$ cat config.mk
export PLATFORM = sky130hd
export DESIGN_NAME = lbcd_ram
export DESIGN_NICKNAME = d
export VERILOG_FILES = /design/src/sv/lbcd_ram.sv
export SDC_FILE = /design/constraint.sdc
export NUM_CORES = 1
export LEC_CHECK = 0
export ABC_AREA = 1
export BUFFER_PORTS_ARGS = -buffer_cell sky130_fd_sc_hd__buf_2
export CAP_MARGIN = 10
export CORE_MARGIN = 1.5
export CORE_UTILIZATION = 46
export CTS_CLUSTER_DIAMETER = 40
export DETAILED_ROUTE_END_ITERATION = 8
export GPL_TIMING_DRIVEN = 1
export PLACE_DENSITY = 0.71
export SETUP_SLACK_MARGIN = 0.02
export SYNTH_ARGS = -nofsm -noshare
export SYNTH_HDL_FRONTEND = slang
export SYNTH_SLANG_ARGS = --single-unit
$ cat constraint.sdc
create_clock -name clk -period 2.64 [get_ports clk]
set_input_delay 0.132 -clock clk [delete_from_list [all_inputs] [get_ports clk]]
set_output_delay 0.132 -clock clk [all_outputs]
set_load 0.02 [all_outputs]
$ cat src/sv/lbcd_ram.sv
// Generic single-write, single-read RAM with registered read data.
module lbcd_ram #(
  parameter int WIDTH = 8,
  parameter int DEPTH = 16,
  localparam int AW = (DEPTH > 1) ? $clog2(DEPTH) : 1
) (
  input  logic             clk,
  input  logic             we,
  input  logic [AW-1:0]    waddr,
  input  logic [WIDTH-1:0] wdata,
  input  logic             re,
  input  logic [AW-1:0]    raddr,
  output logic [WIDTH-1:0] rdata
);

  logic [WIDTH-1:0] mem [DEPTH];

  // Write port and registered read port
  always_ff @(posedge clk) begin
    if (we) begin
      mem[waddr] <= wdata;
    end
    if (re) begin
      rdata <= mem[raddr];
    end
  end

endmodule

=== After elaboration in Yosys (flattened, before gate mapping) ===
Memory sizes are Yosys's and may differ from the RTL's. A register that Yosys moved wholly into a read port is not among the register bits.
Cells that the tools add are included.

* Bits in registers: 0
* Bits of input ports: 19
* Output and inout bits: 8
* Memory bits (writable): 128
* Memories kept: 1

{| class="wikitable"
|+ Memory list
! memory !! words !! bits a word !! rd ports !! clocked after memory_dff !! write ports !! line !! source
|-
| mem || 16 || 8 || 1 || 1 || 1 || 16 || <nowiki>logic [WIDTH-1:0] mem [DEPTH];</nowiki>
|}

* Mux-type cells: 2

{| class="wikitable"
|+ Operators by type and width
! operator !! count
|-
| 1-bit two-way mux || 2
|}

=== Depth between registers and ports, before layout ===
Gate-level depths: netlist of the first run.

* Depth in word-level cells: 2
* Gate-level depth with buffers: 8

=== Least setup slack after synthesis of the first run ===
OpenSTA, ideal clock, no wires.

* Kind: input to register
* Start point: input waddr[2]
* End point: memory mem[10][0] (enable)
* Path buffers: 0
* Stages: 2
* Data arrival time: 713 ps
* Slack: 1557 ps
* Library setup time: 370 ps
* Cell sequence: nand3b_1 > nor2_1

{| class="wikitable"
|+ RTL lines
! element !! line !! source
|-
| start: declaration || 9 || <nowiki>input logic [AW-1:0] waddr,</nowiki>
|-
| end: declaration || 16 ||
|}

Straight into the memory's write port.

==> results.cfg, run 1 <==
[run_status]
outcome = completed

[critical_path]
crit_required_ns = 2.81
r2r-start = mem[3][7]
worstPathCellList = buf_2 -> inv_2 -> nand3_1 -> nand3_1 -> nand3_1 -> nand2_1
path_max_fanout = 33
critPathLaunchType = input port
worst_path_most_repeated_cell = nand3_1
path_class = input port to flop
worstPathArrival_ns = 1.68
reg2reg_to = rdata[7]
r2r_slack_ns = 1.46
reg2reg_depth = 6
worst_setup_path_end_kind = flop
slowest_delay_ns = 0.53
slowest_stage = buf_2
crit_start = raddr[1]

[sta]
drv_slew = 0
clock.fmax_ghz = 0.664
max_slew_margin_pct = 39.7
hold_violations = 0
worst_slack_ns = 1.13
tightestPinTransition_ns = 0.901
final.setup_skew_ns = 0.00777
period_needed_ns = 1.51
timing.setup.tns_ns = 0
setup_viol = 0
fin_crit_sh_pct = 57.0
rsz0062_at_grt = false

[global_route]
gr-total-overflow = 0
grt_pass1_vias = 3795
grt_util_all_layers_pct = 21.4
antenna_found_initial = 0
grt_pass1_wl_um = 20300
grt_max_degree = 65

[logic_synthesis]
synth_area_leaders = edfxtp_1 70%, nand2_1 11%, nand3_1 8.3%, inv_1 6.4%, buf_6 1.2%
yosys.area.top_type = edfxtp_1
yosysUniqueCellTypes = 11
synthCells = 551
syn_nets = 570
ys_seq_area_share_pct = 69.8
postSynthAreaPerCell_sq_um = 10.6
synthesis.area_sq_um = 5850
synth_top_area_share_pct = 69.8
synth.ff_latch_count = 136
yosysWarnings = 0

[clock_tree]
postCtsHoldBufs = 0
ctsHtreeMaxLevel = 4
clk-insertion-delay-late_ns = 0.42
cts_setup_buffers = 0
clk_pin_slew_ns = 0.06
root_buffer = clkbuf_16
cts_resized = 0
cts_made_buffers = 17
clock_path_buffers = 2
cts_tree = done
cts_sinks = 136

[final_layout]
antennaDiodeCount = 0
drive_above_1_share_pct = 10.4
fin_util_pct = 53.1
num-fill-cells = 1082
area_growth_pct = 13.7
nets = 594

[die]
dieArea_sq_um = 13400
start_util_pct = 46.7
coreArea_sq_um = 12500
fp.dieH_um = 116
die_width_um = 116
num_io_pins = 27
placementRows = 41

[power_and_ir_drop]
p_per_area_nw_per_um2 = 772
ir_worst_vdd_v = 0.000496
power.leakage_nw = 2.83

[min_path]
holdPathStages = 1
timing.hold.worst_endpoint = rdata[5]
hold_path_startpoint = re
min_path_type = input port to flop

[place]
pre_cts_slack_ns = 0.752
dpl.hpwl_um = 7950
portBuffers = 26
place.gp.congestion = 0.849

[drt]
drtAntennaViolNets = 0
wl_per_cell_um = 17.3
drt-pass1-iter-count = 5
initialDrtViolationCount = 366
drt-total-wl_um = 13200
num_vias = 3883
viasPerCell = 5.11
drcViolationCount = 0

[job]
drv_cap = 0
[worst max-delay path, delay by kind of cell]
family | cells | cell delay, ns
AND/OR/NAND/NOR | 4 | 0.54
buffers and inverters | 2 | 0.98
[kinds of logic (layout without fill, tap and decap cells)]
logic type,Yosys count,in the layout,share of synthesized area (%)
buffers and inverters,126,163,9.39
DFF,136,136,69.8
and+or+nand+nor,289,289,20.8
[final cells by class]
class                           instances  area, sq um  area share [%]
Sequential cell                       136         4080            61.4
Multi-Input combinational cell        289         1210            18.3
Clock buffer                           17          425            6.40
Inverter                              102          383            5.76
Tap cell                              172          215            3.24
Clock inverter                         15          174            2.62
Timing Repair Buffer                   29          153            2.30
[flip-flops by register name, indices dropped and copies added (netlist names)]
register	cells
mem	128
rdata	8
[per-layer routing]
layer  vias up  part of all wire [%]  GRT usage, %
met5         -                     0             0
met4         0                   2.7          10.8
met3        30                   8.9          4.60
met2       224                    49          33.4
met1      1798                    40          28.7
li1       1831                     -             -
[power breakdown]
part	switching (W)	leakage (nW)	internal (W)
Clock	0.000907	0.286	0.00149
Sequential	0.0000169	1.24	0.00243
Combinational	0.000216	1.31	0.0000748
[cell usage in the layout (no fill, tap or decap), drive strengths merged]
master / netlist / layout
nand2: 173 / 173
edfxtp: 136 / 136
inv: 102 / 106
nand3: 97 / 97
buf: 24 / 29
nor2: 17 / 17
clkbuf: 0 / 17
clkinv: 0 / 5
clkinvlp: 0 / 3
bufinv: 0 / 3
nand3b: 2 / 2
[synthesized netlist by cell type]
cell      count
nand2_1     173
inv_1       100
inv_2         2
nand3_1      97
buf_6         6
buf_4         4
buf_1         1
edfxtp_1    136
nor2_1       17
nand3b_1      2
buf_2        13
[per-stage QoR]
stage	std cells	power [W]	hold WS [ns]	instance area (sq um)
floorplan	551	0.00267	0.231	5850
global placement	728	0.00278	0.506	6050
detailed placement	728	0.00278	0.508	6050
CTS	760	0.00515	0.0752	6650
global route	760	0.00528	0.0781	6650
finish	760	0.00513	0.0869	6650
[worst max-delay path by stage]
stage / to / slack (ns) / cells after the start
after floorplan: mem[10][0] / 1.56 / 2
after global placement: rdata[2] / 0.75 / 6
after detailed placement: rdata[2] / 0.75 / 6
after CTS: rdata[2] / 1.17 / 6
after global routing: rdata[6] / 1.02 / 6
final: rdata[7] / 1.13 / 6
Power figures use the tool's default switching activity.
==> inputs of run 2 (changes only) <==
- ABC_AREA: 1 -> 0
- clock period: 2.64 -> 1.5 ns (I/O delays scaled with it)
==> run 2 against run 1 <==
  * Setup slack got worse by 1.1 ns
  * Sequential power increased by 76%
  * Clock power rose by 56%
  * Hold slack got worse by 0.048 ns
  * Register-to-register slack got worse by 1.4 ns
  * Final cell count is 42% lower
  * Area after synthesis decreased by 11%
  * Synthesized cell count shrank 58%
  * Via count decreased by 36%
  * Critical path type is now flop to flop
  * Largest cell class unchanged
==> results.cfg, run 2 <==
[run_status]
outcome = completed

[sta]
period_needed_ns = 1.45
fin_crit_sh_pct = 96.5
hold_violations = 0
rsz0062_at_grt = true
clock.fmax_ghz = 0.691
setup_viol = 0
worst_slack_ns = 0.0529
drv_slew = 0
tightestPinTransition_ns = 0.413
max_slew_margin_pct = 72.5
final.setup_skew_ns = 0.00468
timing.setup.tns_ns = 0

[final_layout]
largest_register_ffs = 128
area_growth_pct = 18.7
stdcell_area_sq_um = 6200
layout_common_cells = 136 x edfxtp_1, 26 x buf_2, 23 x mux4_2
seq_area_sq_um = 4080
antennaDiodeCount = 0
num-fill-cells = 790
drive_above_1_share_pct = 36.3
largest-register = mem
final_common_cell = edfxtp_1
top_regs = mem: 128 flops, rdata: 8 flops
nets = 307
multi_input_area_sq_um = 1070

[power_and_ir_drop]
p_int_w = 0.00671
swShare_pct = 20.7
seqPwrFrac_pct = 50.9
power.leakage_nw = 2.08
p_comb_share_pct = 5.1
ir_worst_vdd_v = 0.000571
power_frac_clock_pct = 44.0
p_per_area_nw_per_um2 = 1360
switching_power_w = 0.00175

[logic_synthesis]
yosys.area.top_type = edfxtp_1
synthesis.area_sq_um = 5230
synth_area_leaders = edfxtp_1 78%, mux4_2 7.8%, mux4_1 7.0%, a22oi_1 2.3%, nor2_1 0.93%
synth_compound_area_share_pct = 2.30
synthCells = 229
synthTopCellsByCount = 136 x edfxtp_1, 18 x mux4_2, 16 x a22oi_1
synth.ff_latch_count = 136
synth_top_area_share_pct = 78.1
synthAdderAreaFrac_pct = 0
synthArstFlopShare_pct = 0
synth-simple-area-share_pct = 3.14
ys_seq_area_share_pct = 78.1
yosysUniqueCellTypes = 18
postSynthAreaPerCell_sq_um = 22.8
synth_top_family_by_area = multiplexers
syn_nets = 248
ys.flop_type = edfxtp_1
yosysWarnings = 0
synth_edf_count = 136
synthMuxAreaShare_pct = 14.8
synth.most_common_cell = edfxtp_1
synth_xor_area_share_pct = 0

[critical_path]
critPathBufInv = 0
path_max_fanout = 1
crit_required_ns = 1.65
worstPathCellList = mux4_1 -> a22oi_2 -> nand2_1
path_class = flop to flop
worst_setup_path_end_kind = flop
slowest_stage = mux4_1
path_delay_family = multiplexers
critPathLaunchType = flop
worstPathArrival_ns = 1.60
slowest_delay_ns = 0.58

[min_path]
min_path_type = input port to flop

[place]
portBuffers = 26
place_area_sq_um = 5660
dpl.hpwl_um = 6200
place.gp.congestion = 0.710
pre_cts_slack_ns = -0.207

[drt]
top_layer = met4
num_vias = 2492
met2_length_um = 4750
route.met3.wl_um = 456
wl_per_cell_um = 22.5
drt-total-wl_um = 9910
drt-pass1-iter-count = 4
drtAntennaViolNets = 0
initialDrtViolationCount = 165
viasPerCell = 5.66
drcViolationCount = 0
wl_met1_um = 4510

[die]
dieArea_sq_um = 12000
placementRows = 38
die_width_um = 110
coreArea_sq_um = 11000
start_util_pct = 47.6
fp.dieH_um = 110
num_io_pins = 27

[global_route]
antenna_found_initial = 0
grt_max_degree = 33
grt_pass1_vias = 2501
grt_pass1_wl_um = 15000
grt_util_all_layers_pct = 18.6
gr-total-overflow = 0

[clock_tree]
clk-insertion-delay-late_ns = 0.40
clk_pin_slew_ns = 0.06
root_buffer = clkbuf_16
ctsHtreeMaxLevel = 4
cts_sinks = 136
cts_setup_buffers = 0
cts_made_buffers = 17
clock_path_buffers = 2
cts_tree = done

[job]
drv_cap = 0
run 2: cell types whose count changed in the layout (fill, tap and decap cells not counted), moves of 4 or more:
| cell | previous run | this run |
|---|---|---|
| buf_4 | 3 | 22 |
| nand3_1 | 97 | 1 |
| mux4_1 | 0 | 9 |
| nor2_1 | 17 | 13 |
| nand2_1 | 173 | 9 |
| a22oi_2 | 0 | 6 |
| mux4_2 | 0 | 23 |
| inv_1 | 100 | 0 |
| a22oi_1 | 0 | 10 |
run 2: metrics by stage:
stage / power, W / instances / util [%] / hold WS [ns]
after global placement: 0.00479 / 409 / 51.5 / 0.438
final: 0.00846 / 440 / 56.5 / 0.0388
after floorplan: 0.00462 / 229 / - / 0.174
after global routing: 0.00873 / 440 / 56.5 / 0.0247
after CTS: 0.00853 / 440 / 56.5 / 0.0296
after detailed placement: 0.00481 / 409 / 51.5 / 0.455
run 2: area by class of cell:
class	instances	area share (%)
flip-flops and latches	136	65.8
multi-input cells	83	17.3
clock buffers	17	6.86
repair buffers	50	5.41
well taps	140	2.82
clock inverters	14	1.77
run 2: worst reg2reg max path: stages (launching register included):
cell and delay [ns]:
edfxtp_1 0.36, mux4_1 0.58, a22oi_2 0.17, nand2_1 0.08
run 2: power by group through the flow:
stage | Sequential (W) | Clock (W) | Combinational [W]
floorplan | 0.00440 | 0 | 0.000216
global placement | 0.00438 | 0 | 0.000413
detailed placement | 0.00438 | 0 | 0.000423
CTS | 0.00431 | 0.00379 | 0.000433
global route | 0.00431 | 0.00395 | 0.000470
finish | 0.00431 | 0.00372 | 0.000433
run 2: cell families after synthesis:
kind of cell,count (synthesis)
buffers and inverters,10
muxes,32
AOI/OAI and AO/OA,16
DFF,136
and+or+nand+nor,35
run 2: timing repair:
action	4_1_cts	5_1_grt
hold buffers	0	0
endpoints found under the setup margin	4	7
gates resized for setup	5	6
cloned	0	0
pin swaps	0	4
run 2: worst paths after layout:
path | start | end | slack [ns] | cells past startpoint
setup / recovery | mem[5][3] | rdata[3] | 0.05 | 3
hold / removal | re | rdata[5] | 0.04 | 1
setup reg to reg | mem[5][3] | rdata[3] | 0.05 | 3
hold reg to reg | mem[15][5] | rdata[5] | 0.75 | 3
run 2: per-layer routing:
metal | vias up | global-route usage [%]
met5 | - | 0
met1 | 1288 | 25.5
li1 | 1097 | -
met2 | 90 | 28.6
met4 | 0 | 5.84
met3 | 17 | 6.11
